### src/design/ps2md_pkg.sv
`default_nettype none

package ps2md_pkg;

	localparam int COORD_MAX    = 4095;
	localparam int CUR_W        = $clog2(COORD_MAX + 1);
	localparam int POS_W        = 12;
	localparam int ACC_W        = 16;
	localparam int LIM_W        = 9;
	localparam int DELTA_W      = LIM_W + 1;
	localparam int BYTE_W       = 8;
	localparam int BTN_W        = 3;
	localparam int IDX_W        = 2;
	localparam int PKT_DEPTH    = 3;
	localparam int CFG_IDX_W    = 1;
	localparam int CFG_DATA_W   = LIM_W;
	localparam int CMDQ_DEPTH   = 2;
	localparam int CMDQ_PTR_W   = $clog2(CMDQ_DEPTH);
	localparam int CMDQ_CNT_W   = $clog2(CMDQ_DEPTH + 1);
	localparam int OBUF_DEPTH   = 2;
	localparam int OBUF_PTR_W   = $clog2(OBUF_DEPTH);
	localparam int OBUF_CNT_W   = $clog2(OBUF_DEPTH + 1);

	localparam logic [CUR_W-1:0] CURSOR_RESET = CUR_W'((COORD_MAX + 1) / 2);
	localparam logic [LIM_W-1:0] LIMIT_RESET  = LIM_W'(96);

	// byte positions inside a packet
	localparam logic [IDX_W-1:0] IDX_FIRST   = 2'd0;
	localparam logic [IDX_W-1:0] IDX_DY      = 2'd2;
	localparam logic [IDX_W-1:0] IDX_WHEEL   = 2'd3;
	localparam logic [IDX_W-1:0] LAST_SHORT  = 2'd2;
	localparam logic [IDX_W-1:0] LAST_LONG   = 2'd3;

	// first byte flag bits
	localparam int SYNC_BIT  = 3;
	localparam int XSIGN_BIT = 4;
	localparam int YSIGN_BIT = 5;
	localparam int XOVF_BIT  = 6;
	localparam int YOVF_BIT  = 7;

	typedef enum logic [CFG_IDX_W-1:0] {
		REG_WHEEL_MODE  = 1'b0,
		REG_DELTA_LIMIT = 1'b1
	} reg_idx_t;

	typedef enum logic [1:0] {
		CMD_NOP    = 2'd0,
		CMD_READ   = 2'd1,
		CMD_PACKET = 2'd2
	} cmd_op_t;

	typedef struct packed {
		cmd_op_t                   op;
		logic                      clr_motion;
		logic                      clr_wheel;
		logic [BTN_W-1:0]          buttons;
		logic signed [DELTA_W-1:0] dx;
		logic signed [DELTA_W-1:0] dy;
		logic                      use_wheel;
		logic signed [BYTE_W-1:0]  wz;
	} cmd_t;

	typedef struct packed {
		logic [POS_W-1:0]        pos_x;
		logic [POS_W-1:0]        pos_y;
		logic [BTN_W-1:0]        buttons;
		logic signed [ACC_W-1:0] sum_dx;
		logic signed [ACC_W-1:0] sum_dy;
		logic signed [ACC_W-1:0] sum_wheel;
		logic                    packet_done;
	} res_t;

	function automatic logic signed [DELTA_W-1:0] clamp_delta(
		input logic signed [DELTA_W-1:0] d,
		input logic [LIM_W-1:0]          lim
	);
		logic signed [DELTA_W-1:0] lim_s;
		lim_s = signed'({1'b0, lim});
		if (d > lim_s)
			return lim_s;
		else if (d < -lim_s)
			return -lim_s;
		else
			return d;
	endfunction

	function automatic logic [CUR_W-1:0] move_cursor(
		input logic [CUR_W-1:0]          cur,
		input logic signed [DELTA_W-1:0] d
	);
		logic signed [CUR_W+1:0] sum;
		sum = signed'({2'b00, cur}) + (CUR_W+2)'(d);
		if (sum < 0)
			return '0;
		else if (sum > (CUR_W+2)'(COORD_MAX))
			return CUR_W'(COORD_MAX);
		else
			return sum[CUR_W-1:0];
	endfunction

	function automatic logic signed [ACC_W-1:0] sat_add(
		input logic signed [ACC_W-1:0]   acc,
		input logic signed [DELTA_W-1:0] d
	);
		logic signed [ACC_W:0] sum;
		sum = (ACC_W+1)'(acc) + (ACC_W+1)'(d);
		if (sum[ACC_W] != sum[ACC_W-1])
			return sum[ACC_W] ? {1'b1, {(ACC_W-1){1'b0}}} : {1'b0, {(ACC_W-1){1'b1}}};
		else
			return sum[ACC_W-1:0];
	endfunction

endpackage

`default_nettype wire

### src/design/ps2md_front.sv
`default_nettype none

module ps2md_front (
	input  wire logic                        clk,
	input  wire logic                        arst_n,
	input  wire logic                        wheel_mode,
	input  wire logic [ps2md_pkg::LIM_W-1:0] delta_limit,
	input  wire logic                        take,
	input  wire logic                        kind,
	input  wire logic [7:0]                  data_byte,
	input  wire logic                        clear_motion,
	input  wire logic                        clear_wheel,
	output ps2md_pkg::cmd_t                  cmd
);
	import ps2md_pkg::*;

	logic [IDX_W-1:0]  byte_idx_q;
	logic [BYTE_W-1:0] pkt_q [PKT_DEPTH];

	logic                      out_of_sync;
	logic                      finish;
	logic [BYTE_W-1:0]         b0;
	logic [BYTE_W-1:0]         b1;
	logic [BYTE_W-1:0]         b2;
	logic signed [DELTA_W-1:0] dx_raw;
	logic signed [DELTA_W-1:0] dy_raw;

	assign out_of_sync = (byte_idx_q == IDX_FIRST) && !data_byte[SYNC_BIT];
	assign finish      = byte_idx_q >= (wheel_mode ? LAST_LONG : LAST_SHORT);

	// the y byte may be arriving right now
	assign b0 = pkt_q[0];
	assign b1 = pkt_q[1];
	assign b2 = (byte_idx_q == IDX_DY) ? data_byte : pkt_q[2];

	assign dx_raw = b0[XOVF_BIT] ? '0 : signed'({b0[XSIGN_BIT], b0[XSIGN_BIT], b1});
	assign dy_raw = b0[YOVF_BIT] ? '0 : signed'({b0[YSIGN_BIT], b0[YSIGN_BIT], b2});

	always_comb begin
		cmd.clr_motion = clear_motion;
		cmd.clr_wheel  = clear_wheel;
		cmd.buttons    = b0[BTN_W-1:0];
		cmd.dx         = clamp_delta(dx_raw, delta_limit);
		cmd.dy         = -clamp_delta(dy_raw, delta_limit);
		cmd.use_wheel  = wheel_mode && (byte_idx_q == IDX_WHEEL);
		cmd.wz         = signed'(data_byte);
		if (kind)
			cmd.op = CMD_READ;
		else if (!out_of_sync && finish)
			cmd.op = CMD_PACKET;
		else
			cmd.op = CMD_NOP;
	end

	always_ff @(posedge clk or negedge arst_n) begin
		if (!arst_n) begin
			byte_idx_q <= IDX_FIRST;
		end else if (take && !kind && !out_of_sync) begin
			byte_idx_q <= finish ? IDX_FIRST : byte_idx_q + 2'd1;
		end
	end

	always_ff @(posedge clk) begin
		if (take && !kind && !out_of_sync && byte_idx_q < IDX_WHEEL) begin
			pkt_q[byte_idx_q] <= data_byte;
		end
	end

endmodule

`default_nettype wire

### src/design/ps2md_cmd_fifo.sv
`default_nettype none

module ps2md_cmd_fifo (
	input  wire logic            clk,
	input  wire logic            arst_n,
	input  wire logic            wr_en,
	input  wire ps2md_pkg::cmd_t wr_data,
	input  wire logic            rd_en,
	output ps2md_pkg::cmd_t      rd_data,
	output logic                 q_full,
	output logic                 q_empty
);
	import ps2md_pkg::*;

	cmd_t                  slot_q [CMDQ_DEPTH];
	logic [CMDQ_PTR_W-1:0] wr_ptr_q;
	logic [CMDQ_PTR_W-1:0] rd_ptr_q;
	logic [CMDQ_CNT_W-1:0] cnt_q;

	logic do_wr;
	logic do_rd;

	assign q_full  = cnt_q == CMDQ_CNT_W'(CMDQ_DEPTH);
	assign q_empty = cnt_q == '0;
	assign do_wr   = wr_en && !q_full;
	assign do_rd   = rd_en && !q_empty;
	assign rd_data = slot_q[rd_ptr_q];

	always_ff @(posedge clk or negedge arst_n) begin
		if (!arst_n) begin
			wr_ptr_q <= '0;
			rd_ptr_q <= '0;
			cnt_q    <= '0;
		end else begin
			if (do_wr)
				wr_ptr_q <= (wr_ptr_q == CMDQ_PTR_W'(CMDQ_DEPTH - 1)) ? '0 : wr_ptr_q + 1'b1;
			if (do_rd)
				rd_ptr_q <= (rd_ptr_q == CMDQ_PTR_W'(CMDQ_DEPTH - 1)) ? '0 : rd_ptr_q + 1'b1;
			if (do_wr && !do_rd)
				cnt_q <= cnt_q + 1'b1;
			else if (do_rd && !do_wr)
				cnt_q <= cnt_q - 1'b1;
		end
	end

	always_ff @(posedge clk) begin
		if (do_wr)
			slot_q[wr_ptr_q] <= wr_data;
	end

endmodule

`default_nettype wire

### src/design/ps2md_back.sv
`default_nettype none

module ps2md_back (
	input  wire logic            clk,
	input  wire logic            arst_n,
	input  wire logic            cmd_empty,
	input  wire ps2md_pkg::cmd_t cmd,
	output logic                 cmd_pop,
	input  wire logic            res_pop,
	output ps2md_pkg::res_t      res,
	output logic                 res_empty
);
	import ps2md_pkg::*;

	logic [CUR_W-1:0]        cursor_x_q;
	logic [CUR_W-1:0]        cursor_y_q;
	logic [BTN_W-1:0]        buttons_q;
	logic signed [ACC_W-1:0] acc_dx_q;
	logic signed [ACC_W-1:0] acc_dy_q;
	logic signed [ACC_W-1:0] acc_wheel_q;

	res_t                  obuf_q [OBUF_DEPTH];
	logic [OBUF_PTR_W-1:0] ob_wr_q;
	logic [OBUF_PTR_W-1:0] ob_rd_q;
	logic [OBUF_CNT_W-1:0] ob_cnt_q;

	logic                    ob_full;
	logic                    ob_take;
	logic [CUR_W-1:0]        nx_x;
	logic [CUR_W-1:0]        nx_y;
	logic signed [ACC_W-1:0] nx_dx;
	logic signed [ACC_W-1:0] nx_dy;
	logic signed [ACC_W-1:0] nx_wheel;
	res_t                    res_d;

	assign ob_full   = ob_cnt_q == OBUF_CNT_W'(OBUF_DEPTH);
	assign res_empty = ob_cnt_q == '0;
	assign ob_take   = res_pop && !res_empty;
	// a slot freed by this cycle's pop may be refilled at once
	assign cmd_pop   = !cmd_empty && (!ob_full || ob_take);
	assign res       = obuf_q[ob_rd_q];

	assign nx_x     = move_cursor(cursor_x_q, cmd.dx);
	assign nx_y     = move_cursor(cursor_y_q, cmd.dy);
	assign nx_dx    = sat_add(acc_dx_q, cmd.dx);
	assign nx_dy    = sat_add(acc_dy_q, cmd.dy);
	assign nx_wheel = cmd.use_wheel ? sat_add(acc_wheel_q, DELTA_W'(cmd.wz)) : acc_wheel_q;

	always_comb begin
		res_d.pos_x       = POS_W'(cursor_x_q);
		res_d.pos_y       = POS_W'(cursor_y_q);
		res_d.buttons     = buttons_q;
		res_d.sum_dx      = acc_dx_q;
		res_d.sum_dy      = acc_dy_q;
		res_d.sum_wheel   = acc_wheel_q;
		res_d.packet_done = 1'b0;
		case (cmd.op)
			CMD_PACKET: begin
				res_d.pos_x       = POS_W'(nx_x);
				res_d.pos_y       = POS_W'(nx_y);
				res_d.buttons     = cmd.buttons;
				res_d.sum_dx      = nx_dx;
				res_d.sum_dy      = nx_dy;
				res_d.sum_wheel   = nx_wheel;
				res_d.packet_done = 1'b1;
			end
			default: ;
		endcase
	end

	always_ff @(posedge clk or negedge arst_n) begin
		if (!arst_n) begin
			cursor_x_q  <= CURSOR_RESET;
			cursor_y_q  <= CURSOR_RESET;
			buttons_q   <= '0;
			acc_dx_q    <= '0;
			acc_dy_q    <= '0;
			acc_wheel_q <= '0;
		end else if (cmd_pop) begin
			case (cmd.op)
				CMD_PACKET: begin
					cursor_x_q  <= nx_x;
					cursor_y_q  <= nx_y;
					buttons_q   <= cmd.buttons;
					acc_dx_q    <= nx_dx;
					acc_dy_q    <= nx_dy;
					acc_wheel_q <= nx_wheel;
				end
				CMD_READ: begin
					// report goes out first, clears land after it
					if (cmd.clr_motion) begin
						acc_dx_q <= '0;
						acc_dy_q <= '0;
					end
					if (cmd.clr_wheel)
						acc_wheel_q <= '0;
				end
				default: ;
			endcase
		end
	end

	always_ff @(posedge clk or negedge arst_n) begin
		if (!arst_n) begin
			ob_wr_q  <= '0;
			ob_rd_q  <= '0;
			ob_cnt_q <= '0;
		end else begin
			if (cmd_pop)
				ob_wr_q <= (ob_wr_q == OBUF_PTR_W'(OBUF_DEPTH - 1)) ? '0 : ob_wr_q + 1'b1;
			if (ob_take)
				ob_rd_q <= (ob_rd_q == OBUF_PTR_W'(OBUF_DEPTH - 1)) ? '0 : ob_rd_q + 1'b1;
			if (cmd_pop && !ob_take)
				ob_cnt_q <= ob_cnt_q + 1'b1;
			else if (ob_take && !cmd_pop)
				ob_cnt_q <= ob_cnt_q - 1'b1;
		end
	end

	always_ff @(posedge clk) begin
		if (cmd_pop)
			obuf_q[ob_wr_q] <= res_d;
	end

endmodule

`default_nettype wire

### src/design/ps2_mouse_packet_decoder.sv
`default_nettype none

// channel   direction  handshake            payload
// input     in         push / full          kind, data_byte, clear_motion, clear_wheel
// result    out        empty / pop          pos_x, pos_y, buttons, sum_dx, sum_dy,
//                                           sum_wheel, packet_done
// config    in         cfg_valid/cfg_ready  cfg_index, cfg_data
//
// one item per cycle sustained while full is low; every item gives exactly one result
// the front classifies and clamps deltas in the accept cycle, the back applies
// them when it pops the command queue and writes the result to the result queue
// reset leaves the cursor at mid canvas, accumulators and packet index at zero
// two-entry queues on each side let input and result sides stall independently
module ps2_mouse_packet_decoder (
	input  wire logic                             clk,
	input  wire logic                             arst_n,
	input  wire logic                             push,
	output logic                                  full,
	input  wire logic                             kind,
	input  wire logic [7:0]                       data_byte,
	input  wire logic                             clear_motion,
	input  wire logic                             clear_wheel,
	output logic                                  empty,
	input  wire logic                             pop,
	output logic [ps2md_pkg::POS_W-1:0]           pos_x,
	output logic [ps2md_pkg::POS_W-1:0]           pos_y,
	output logic [ps2md_pkg::BTN_W-1:0]           buttons,
	output logic signed [ps2md_pkg::ACC_W-1:0]    sum_dx,
	output logic signed [ps2md_pkg::ACC_W-1:0]    sum_dy,
	output logic signed [ps2md_pkg::ACC_W-1:0]    sum_wheel,
	output logic                                  packet_done,
	input  wire logic                             cfg_valid,
	output logic                                  cfg_ready,
	input  wire logic [ps2md_pkg::CFG_IDX_W-1:0]  cfg_index,
	input  wire logic [ps2md_pkg::CFG_DATA_W-1:0] cfg_data
);
	import ps2md_pkg::*;

	logic             wheel_mode_q;
	logic [LIM_W-1:0] delta_limit_q;

	logic take;
	cmd_t front_cmd;
	cmd_t head_cmd;
	logic cmd_full;
	logic cmd_empty;
	logic cmd_pop;
	res_t res;

	assign cfg_ready = 1'b1;
	assign take      = push && !cmd_full;
	assign full      = cmd_full;

	always_ff @(posedge clk or negedge arst_n) begin
		if (!arst_n) begin
			wheel_mode_q  <= 1'b0;
			delta_limit_q <= LIMIT_RESET;
		end else if (cfg_valid && cfg_ready) begin
			case (reg_idx_t'(cfg_index))
				REG_WHEEL_MODE:  wheel_mode_q  <= cfg_data[0];
				REG_DELTA_LIMIT: delta_limit_q <= cfg_data[LIM_W-1:0];
				default: ;
			endcase
		end
	end

	ps2md_front u_front (
		.clk          (clk),
		.arst_n       (arst_n),
		.wheel_mode   (wheel_mode_q),
		.delta_limit  (delta_limit_q),
		.take         (take),
		.kind         (kind),
		.data_byte    (data_byte),
		.clear_motion (clear_motion),
		.clear_wheel  (clear_wheel),
		.cmd          (front_cmd)
	);

	ps2md_cmd_fifo u_cmdq (
		.clk     (clk),
		.arst_n  (arst_n),
		.wr_en   (take),
		.wr_data (front_cmd),
		.rd_en   (cmd_pop),
		.rd_data (head_cmd),
		.q_full  (cmd_full),
		.q_empty (cmd_empty)
	);

	ps2md_back u_back (
		.clk       (clk),
		.arst_n    (arst_n),
		.cmd_empty (cmd_empty),
		.cmd       (head_cmd),
		.cmd_pop   (cmd_pop),
		.res_pop   (pop),
		.res       (res),
		.res_empty (empty)
	);

	assign pos_x       = res.pos_x;
	assign pos_y       = res.pos_y;
	assign buttons     = res.buttons;
	assign sum_dx      = res.sum_dx;
	assign sum_dy      = res.sum_dy;
	assign sum_wheel   = res.sum_wheel;
	assign packet_done = res.packet_done;

	a_pop_needs_cmd: assert property (@(posedge clk) disable iff (!arst_n)
		cmd_pop |-> !cmd_empty)
		else $error("back took a command from an empty queue");

	a_take_lands: assert property (@(posedge clk) disable iff (!arst_n)
		take && cmd_empty |=> !cmd_empty)
		else $error("accepted item did not reach the command queue");

	a_result_lands: assert property (@(posedge clk) disable iff (!arst_n)
		cmd_pop |=> !empty)
		else $error("executed command left no result");

endmodule

`default_nettype wire
### config.mk
export PLATFORM = sky130hd
export DESIGN_NAME = ps2_mouse_packet_decoder
export DESIGN_NICKNAME = d
export VERILOG_FILES = /design/src/design/ps2md_pkg.sv /design/src/design/ps2md_front.sv /design/src/design/ps2md_cmd_fifo.sv /design/src/design/ps2md_back.sv /design/src/design/ps2_mouse_packet_decoder.sv
export SDC_FILE = /design/constraint.sdc
export NUM_CORES = 1
export LEC_CHECK = 0
export ABC_AREA = 1
export ABC_CLOCK_PERIOD_IN_PS = 4900
export BUFFER_PORTS_ARGS = -buffer_cell sky130_fd_sc_hd__buf_2
export CORE_ASPECT_RATIO = 0.5
export CORE_UTILIZATION = 55
export DETAILED_ROUTE_END_ITERATION = 6
export PLACE_DENSITY = 0.76
export SLEW_MARGIN = 20
export SYNTH_ARGS = -nofsm -noshare
export SYNTH_HDL_FRONTEND = slang
export SYNTH_HIERARCHICAL = 1
export SYNTH_SLANG_ARGS = --single-unit
### constraint.sdc
create_clock -name clk -period 4.9 [get_ports clk]
set_clock_uncertainty 0.05 [all_clocks]
set_input_delay 0.245 -clock clk [delete_from_list [all_inputs] [get_ports clk]]
set_output_delay 0.245 -clock clk [all_outputs]
set_load 0.02 [all_outputs]
Word level (Yosys, flattened, before mapping)

Memory sizes are Yosys's and may differ from the RTL's.
Cells that the tools add are included.

Divide/modulo/power cells: 0
Shift operators: 0
Reduce and logical (&&, ||, !) cells: 38
Equal/unequal tests: 11
Bitwise gates (word level): 1
Add/subtract/negate cells: 16
$lt $le $gt $ge: 10
$mul: 0
Mux-type cells: 42

Operators by type and width:

| operator               | count |
|---|---|
| $mux W16               | 9 |
| $pmux W16 S2           | 3 |
| $mux W76               | 1 |
| $mux W10               | 6 |
| $mux W12               | 4 |
| $add A16 B10 Y17       | 2 |
| $add A13 B10 Y14       | 2 |
| $gt A14 B13 Y1 const B | 2 |
| $lt A14 B1 Y1 const B  | 2 |
| $gt A10 B10 Y1         | 2 |
| $lt A10 B10 Y1         | 2 |
| $add A16 B8 Y17        | 1 |
| $logic_and A1 B1 Y1    | 15 |
| $mux W2                | 7 |
| $logic_not A1 Y1       | 11 |
| $mux W1                | 11 |
| $eq A2 B2 Y1 const B   | 5 |
| $neg A10 Y10           | 1 |
| $neg A9 Y10            | 1 |
| $mux W8                | 1 |
| $add A2 B1 Y2 const B  | 3 |
| $logic_not A2 Y1       | 3 |
| $reduce_and A2 Y1      | 3 |
| $reduce_and A3 Y1      | 2 |
| other kinds (10)       | 19 |

Flip-flop bits (word level): 95
Memories kept: 3
Memory bits (writable): 248
Logic and storage cells: 136
Memory bits (read-only): 0
Bits of input ports: 26
Latch bits: 0
Output and inout bits: 79

Memories:

| name          | depth | width | read ports | clocked after memory_dff | write ports | line                 | text |
|---|---|---|---|---|---|---|---|
| u_back.obuf_q | 2     | 76    | 1          | 0                        | 1           | ps2md_back.sv:22     | `res_t obuf_q [OBUF_DEPTH];` |
| u_cmdq.slot_q | 2     | 36    | 1          | 0                        | 1           | ps2md_cmd_fifo.sv:15 | `cmd_t slot_q [CMDQ_DEPTH];` |
| u_front.pkt_q | 3     | 8     | 3          | 0                        | 1           | ps2md_front.sv:18    | `logic [BYTE_W-1:0] pkt_q [PKT_DEPTH];` |

Depth between registers and ports, before layout

Gate-level depths: netlist of the first run.

Word-level depth: 9
Gate-level depth with buffers: 25
Mapped depth without buffers: 24

Hierarchy

Netlist of the first run, hierarchy kept.

By module, submodules not included:

| module                   | area an instance (um^2) | times used | cells an instance | seq. area each (um^2) |
|---|---|---|---|---|
| ps2md_back               | 14692.8                 | 1          | 1856              | 6543.8 |
| ps2md_front              | 3010.4                  | 1          | 429               | 740.7 |
| ps2md_cmd_fifo           | 2846.5                  | 1          | 219               | 2262.2 |
| ps2_mouse_packet_decoder | 432.9                   | 1          | 49                | 252.7 |

Worst setup path after synthesis of the first run

Ideal clock, no wire load.

Path type: flip-flop to flip-flop
Start point: register u_back.ob_cnt_q[0]
End point: memory u_back/obuf_q[1][0] (netlist name) (enable)
Data arrival time: 3861 ps
Slack: 477 ps
Setup time: 512 ps
Clock period less this slack: 4423 ps
Buffers on the path: 0
Cell stages (with the launch flop): 5
Cell sequence: dfrtp_1 > o21ai_2 > nand3_1 > nand2_1 > nor2_1

Word-level cells in the longest chain between the ends: 7

Ends and longest elaborated chain:

| what                            | line              | text |
|---|---|---|
| from (decl)                     | ps2md_back.sv:25  | `logic [OBUF_CNT_W-1:0] ob_cnt_q;` |
| from (signal assigned)          | ps2md_back.sv:114 | `ob_cnt_q <= ob_cnt_q + 1'b1;` |
| from (signal assigned)          | ps2md_back.sv:116 | `ob_cnt_q <= ob_cnt_q - 1'b1;` |
| $logic_not A2 Y1                | ps2md_back.sv:37  | `assign res_empty = ob_cnt_q == '0;` |
| $logic_not A1 Y1                | ps2md_back.sv:38  | `assign ob_take = res_pop && !res_empty;` |
| $logic_and A1 B1 Y1             | ps2md_back.sv:38  |  |
| $logic_or A1 B1 Y1 *            | ps2md_back.sv:40  | `assign cmd_pop = !cmd_empty && (!ob_full \|\| ob_take);` |
| $logic_and A1 B1 Y1 *           | ps2md_back.sv:40  |  |
| $mux W1 *                       | ps2md_back.sv:121 | `if (cmd_pop)` |
| $mux W1 (not written as such) * | ps2md_back.sv:122 | `obuf_q[ob_wr_q] <= res_d;` |
| to (decl)                       | ps2md_back.sv:22  |  |

Every way passes the cells marked *; elsewhere a longest branch is shown, timed or not.

==> metrics.yaml, run 1 <==
die:
  dieArea_sq_um: 38980
  core-area_sq_um: 37470
  die_w_microns: 278.2
  start_util_pct: 55.99
  rows: 50
  boundaryPins: 105
  die_h_microns: 140.1
finish:
  final-seq-area_sq_um: 9801
  syn_to_final_growth_pct: 10.08
  final_area_sq_um: 23100
  multi_input_area_sq_um: 9813
  drive_gt1_share_pct: 12.95
  fill_cells: 3254
  nets: 2793
  stdcell_count: 3165
  diodes: 0
sta:
  worstMarginPinSlew_ns: 1.099
  hold_violations: 0
  timing.final.max_slew_violations: 0
  fmax_ghz: 0.2301
  rsz0062_at_grt: "no"
  relSlewSlack_pct: 26.70
  min_period_ns: 4.347
  tns_ns: 0
  setup_violations: 0
  worst_slack_ns: 0.5533
  finalCritPeriodShare_pct: 88.71
drt:
  drcViolationCount: 0
  vias_per_cell: 5.382
  dr_wl_met3_mm: 3.754
  drtAntennaViolNets: 0
  via_count: 17030
  maxUsedRoutingLayer: "met4"
  dr.first_iter.drc_count: 1422
  detail_route.wl_per_cell_microns: 16.72
  wl_met1_mm: 24.89
  firstDrtPassIters: 5
  postRouteWirelength_mm: 52.93
  wl_met2_mm: 23.49
synthesis:
  postSynthAreaPerCell_sq_um: 8.219
  synthesis.area_sq_um: 20980
  yosysTopAreaCellShare_pct: 35.35
  synth_cell_types: 51
  synth-edff-count: 247
  ys_top_cells_by_area: "edfxtp_1 35%, nand2_1 19%, dfrtp_1 11%, ha_1 6.8%, nand3_1 4.4%"
  synth.net_count: 2698
  ys_async_sr_fraction_pct: 27.78
  synthCells: 2553
  netlist_top_cells_count: "1,088 x nand2_1, 247 x edfxtp_1, 200 x inv_1"
  yosys.area.top_type: "edfxtp_1"
  ys.flop_type: "edfxtp_1"
  yosys_warnings: 6
  ys_seq_elements: 342
  yosysMostFrequentCell: "nand2_1"
  ys_seq_area_share_pct: 46.70
placed_design:
  detailed_place_hpwl_mm: 36.84
  port_buffers: 103
  place_ws_ns: 0.6897
  dpl.cell_count: 3074
  placed_area_sq_um: 21690
  globalplace.congestion: 0.9588
clocking:
  cts_max_level: 1
  insertion_delay_ns: 0.58
  numCtsBuffers: 31
  clk_path_buf_depth: 3
  clkTransAtPathRegs_ns: 0.07
  clock-sinks: 342
  cts-root-buf: "clkbuf_16"
  cts_tree: "yes"
  post-cts-setup-buffer-count: 0
worst_setup_path:
  worstPathRequired_ns: 5.28
  arrival_ns: 4.73
  crit_fanout: 22
  worst-setup-path-type: "flop to flop"
  end_kind: "flop"
  startpoint_type: "flop"
hold_path:
  hp-class: "input pin to flop"
grt:
  grt_first_pass_wirelength_mm: 84.79
  antenna_found_initial: 0
  overflow: 0
  grt_pass1_vias: 16220
  grt_use_total_pct: 27.27
  grt_max_degree: 90
run:
  maxCapViolCount: 0
run_status:
  outcome: "finished, final reports clean"
## cell families (layout without fill, tap and decap cells)
group	count (synthesis)	after routing	synth area share, %
other	1	1	0.01787
adder cells (fa/ha/maj)	119	119	7.275
flip-flops	342	342	46.70
AO/OA/AOI/OAI	191	191	5.045
XOR/XNOR	34	34	1.419
buffers and inverters	304	422	6.685
AND/OR/NAND/NOR	1562	1562	32.86
## cells in the final DEF, fill, tap and decap left out, types with 11 or more instances in the layout
cell              n
nand2_1        1087
edfxtp_1        247
inv_1           199
nand3_1         183
ha_1            114
buf_2           102
nor2_1           99
dfrtp_1          90
a21oi_1          85
o21ai_0          58
nand2_2          41
dlygate4sd3_1    34
clkbuf_16        31
or2_2            28
nand2_4          26
nand3_2          22
xnor2_1          18
nand4_1          17
xor2_1           16
buf_4            15
o21ai_1          14
inv_2            11
## layout make-up
cell class                      instances  share of cell area (%)
Multi-Input combinational cell       1907                   42.49
Sequential cell                       342                   42.43
Timing Repair Buffer                  154                   4.431
Clock buffer                           38                   3.516
Inverter                              212                   3.456
Tap cell                              494                   2.676
Clock inverter                         18                   1.002
## stage by stage
step	hold slack, ns	util (%)
2_1_floorplan	-0.1006	-
3_3_place_gp	0.3758	57.88
3_5_place_dp	0.3794	57.88
4_1_cts	0.1038	61.58
5_1_grt	0.1590	61.64
6_report	0.1300	61.64
## timing repair
item | in CTS | in global routing
endpoints found under the setup margin | 0 | 0
hold endpoints to repair | 111 | 0
hold buffers | 34 | 0
resized for setup | 0 | 0
## per-layer routing
layer  global-route usage [%]  vias to the layer above
li1                         -                     8468
met1                    39.67                     7971
met2                    43.42                      539
met3                    4.387                       56
met4                    5.234                        0
met5                        0                        -
## worst max-delay path, cell delays in order, from the launching register on
cell	delay, ns
dfrtp_1	0.38
inv_2	0.29
buf_4	0.29
nand2_1	0.07
nand2_1	0.33
ha_1	0.35
nand2_1	0.12
inv_1	0.04
nand2_1	0.06
nand2_1	0.06
a21oi_1	0.19
nand2_1	0.07
nand2_1	0.08
nand2_1	0.05
a21oi_1	0.21
inv_1	0.09
nand2_1	0.08
nand2_1	0.05
ha_1	0.37
inv_1	0.38
nand3_1	0.19
nand3_2	0.12
nand3_1	0.09
nand2_1	0.15
## flip-flops by register name, indices dropped and copies added (netlist names), 2 cells and up
name	cells
u_back/acc_dy_q	16
u_back/buttons_q	3
u_front/pkt_q	23
u_back/ob_cnt_q	2
u_back/cursor_y_q	12
u_back/acc_dx_q	16
u_front/byte_idx_q	2
delta_limit_q	9
u_cmdq/slot_q	72
u_back/acc_wheel_q	16
u_cmdq/cnt_q	2
u_back/obuf_q	152
u_back/cursor_x_q	12
## worst paths after layout
path / from / to / slack (ns) / cells after the start
worst min register to register: u_front/pkt_q[0][2] / u_cmdq/slot_q[0][31] / 0.40 / 0
min in group asynchronous: arst_n / u_back/acc_dy_q[8] / 0.28 / 2
max in group asynchronous: arst_n / delta_limit_q[6] / 3.38 / 3
worst max-delay path: u_cmdq/rd_ptr_q / u_back/obuf_q[0][15] / 0.55 / 23
worst max register to register: u_cmdq/rd_ptr_q / u_back/obuf_q[0][15] / 0.55 / 23
worst min-delay path: cfg_valid / delta_limit_q[6] / 0.13 / 4
Power of run 1 is not shown: default switching activity piles up to over one toggle a cycle in this logic, so the estimate is an artifact.
==> run 2, diff against run 1 <==
--- a/config.mk
+++ b/config.mk
@@ -9,6 +9,7 @@
 export ABC_CLOCK_PERIOD_IN_PS = 4900
 export BUFFER_PORTS_ARGS = -buffer_cell sky130_fd_sc_hd__buf_2
 export CORE_ASPECT_RATIO = 0.5
+export CORE_MARGIN = 8
 export CORE_UTILIZATION = 55
 export DETAILED_ROUTE_END_ITERATION = 6
 export PLACE_DENSITY = 0.76
==> metrics.yaml, run 2 (synthesis gave the netlist of run 1 again) <==
run_status:
  outcome: "finished, final reports clean"  # unchanged
finish:
  diodes: 0  # unchanged
  largest_reg_flops: 152  # unchanged
  reg.largest.list: "u_back/obuf_q (152), u_cmdq/slot_q (72), u_front/pkt_q (23)"  # unchanged
  layout_common_cells: "1,088 x nand2_1, 247 x edfxtp_1, 199 x inv_1"  # was 1,087 x nand2_1, 247 x edfxtp_1, 199 x inv_1
  fill_cells: 3251  # was 3,254
  drive_gt1_share_pct: 12.95  # about the same
  layout_commonest_cell: "nand2_1"  # unchanged
  regMostFlops: "u_back/obuf_q"  # unchanged
  nets: 2793  # unchanged
  syn_to_final_growth_pct: 9.737  # was 10.08%
sta:
  setup_violations: 0  # unchanged
  relSlewSlack_pct: 27.25  # was 26.70%
  timing.final.max_slew_violations: 0  # unchanged
  min_period_ns: 4.078  # was 4.347 ns
  rsz0062_at_grt: "no"  # unchanged
  hold_violations: 0  # unchanged
  hold_slack_ns: 0.1141  # was 0.1300 ns
  fmax_ghz: 0.2452  # was 0.2301 GHz
  worstMarginPinSlew_ns: 1.089  # was 1.099 ns
  finalCritPeriodShare_pct: 83.23  # was 88.71%
  tns_ns: 0  # unchanged
die:
  boundaryPins: 105  # unchanged
  start_util_pct: 55.99  # unchanged
  rows: 50  # unchanged
  die_w_microns: 292.2  # was 278.2 microns
  dieArea_sq_um: 45040  # was 38,980 sq um
  core-area_sq_um: 37470  # unchanged
  die_h_microns: 154.1  # was 140.1 microns
grt:
  antenna_found_initial: 0  # unchanged
  grt_first_pass_wirelength_mm: 84.37  # was 84.79 mm
  grt_use_total_pct: 22.86  # was 27.27%
  overflow: 0  # unchanged
  grt_pass1_vias: 15930  # was 16,220
  grt_max_degree: 90  # unchanged
worst_setup_path:
  end_kind: "flop"  # unchanged
  startpoint_type: "flop"  # unchanged
  worstPathRequired_ns: 5.18  # was 5.28 ns
  crit_fanout: 12  # was 22
  r2r_slack_ns: 0.82  # was 0.55 ns
  arrival_ns: 4.36  # was 4.73 ns
  worst-setup-path-type: "flop to flop"  # unchanged
clocking:
  insertion_delay_ns: 0.58  # about the same
  numCtsBuffers: 30  # was 31
  clock-sinks: 342  # unchanged
  cts-root-buf: "clkbuf_16"  # unchanged
  cts_tree: "yes"  # unchanged
  post-cts-setup-buffer-count: 0  # unchanged
  cts_max_level: 1  # unchanged
  clk_path_buf_depth: 3  # unchanged
  ctsHoldBuffers: 34  # unchanged
  clkTransAtPathRegs_ns: 0.07  # about the same
  cts_resized: 0  # unchanged
drt:
  firstDrtPassIters: 5  # unchanged
  via_count: 16970  # was 17,030
  postRouteWirelength_mm: 52.55  # was 52.93 mm
  dr_wl_met3_mm: 3.227  # was 3.754 mm
  maxUsedRoutingLayer: "met4"  # unchanged
  wl_met1_mm: 24.77  # was 24.89 mm
  drtAntennaViolNets: 0  # unchanged
  wl_met2_mm: 23.61  # was 23.49 mm
  detail_route.wl_per_cell_microns: 16.60  # was 16.72 microns
  dr.first_iter.drc_count: 1596  # was 1,422
  vias_per_cell: 5.361  # was 5.382
  drcViolationCount: 0  # unchanged
run:
  maxCapViolCount: 0  # unchanged
placed_design:
  globalplace.congestion: 0.9200  # was 0.9588
  port_buffers: 103  # unchanged
  detailed_place_hpwl_mm: 36.95  # was 36.84 mm
hold_path:
  hp-class: "input pin to flop"  # unchanged
[run 2: cell types whose count changed in the layout (fill, tap and decap cells not counted), sizes merged]
cell	change
bufinv	-3
clkbuf	+2
inv	+2
clkinvlp	-1
buf	+1
[run 2: path summary, 6_finish.rpt]
kind / depth (start not counted) / end / from
max: 21 / u_cmdq/slot_q[0][17] / u_front/byte_idx_q[0]
min: 4 / delta_limit_q[8] / cfg_valid
max reg2reg: 21 / u_cmdq/slot_q[0][17] / u_front/byte_idx_q[0]
min reg2reg: 0 / u_cmdq/slot_q[0][30] / u_front/pkt_q[0][1]
max in group asynchronous: 3 / u_back/acc_dx_q[13] / arst_n
min in group asynchronous: 2 / delta_limit_q[8] / arst_n
[run 2: layout make-up]
| class | instances | area, sq um | share of cell area (%) |
|---|---|---|---|
| well taps | 494 | 618.1 | 2.684 |
| flip-flops and latches | 342 | 9801 | 42.56 |
| clock buffers | 40 | 829.5 | 3.603 |
| multi-input cells | 1907 | 9811 | 42.61 |
| repair buffers | 155 | 1018 | 4.423 |
| inverters | 212 | 799.5 | 3.472 |
| clock inverters | 16 | 148.9 | 0.6466 |
[run 2: metal layers]
metal | up-vias | GRT usage (%)
li1 | 8478 | -
met1 | 7965 | 32.89
met2 | 463 | 36.58
met3 | 68 | 3.392
met4 | 0 | 4.726
met5 | - | 0
[run 2: critical path, cell delays in order (launching register included)]
cell,delay [ns]
dfrtp_1,0.41
inv_1,0.14
ha_1,0.39
nor2_1,0.10
nor3_1,0.44
ha_1,0.34
a21oi_1,0.15
o21ai_0,0.10
nand2_1,0.07
nand2_1,0.05
nand2_1,0.06
nand2_1,0.04
nand2_1,0.34
inv_1,0.23
nand2_1,0.14
and2_1,0.14
ha_1,0.16
nand3_1,0.11
nor2_2,0.15
nand3_1,0.08
nand2_1,0.06
nand2_1,0.06
[run 2: through the flow]
stage / setup slack [ns] / std cells / area (sq um) / utilization [%]
final: 0.8219 / 3166 / 23030 / 61.45
after detailed placement: 0.9027 / 3075 / 21690 / 57.87
after floorplan: 0.4769 / 2553 / 20980 / -
after CTS: 0.8810 / 3165 / 23000 / 61.39
after global routing: 0.4365 / 3166 / 23030 / 61.45
after global placement: 0.9426 / 3075 / 21690 / 57.87
Power of run 2 is left out for the same reason.
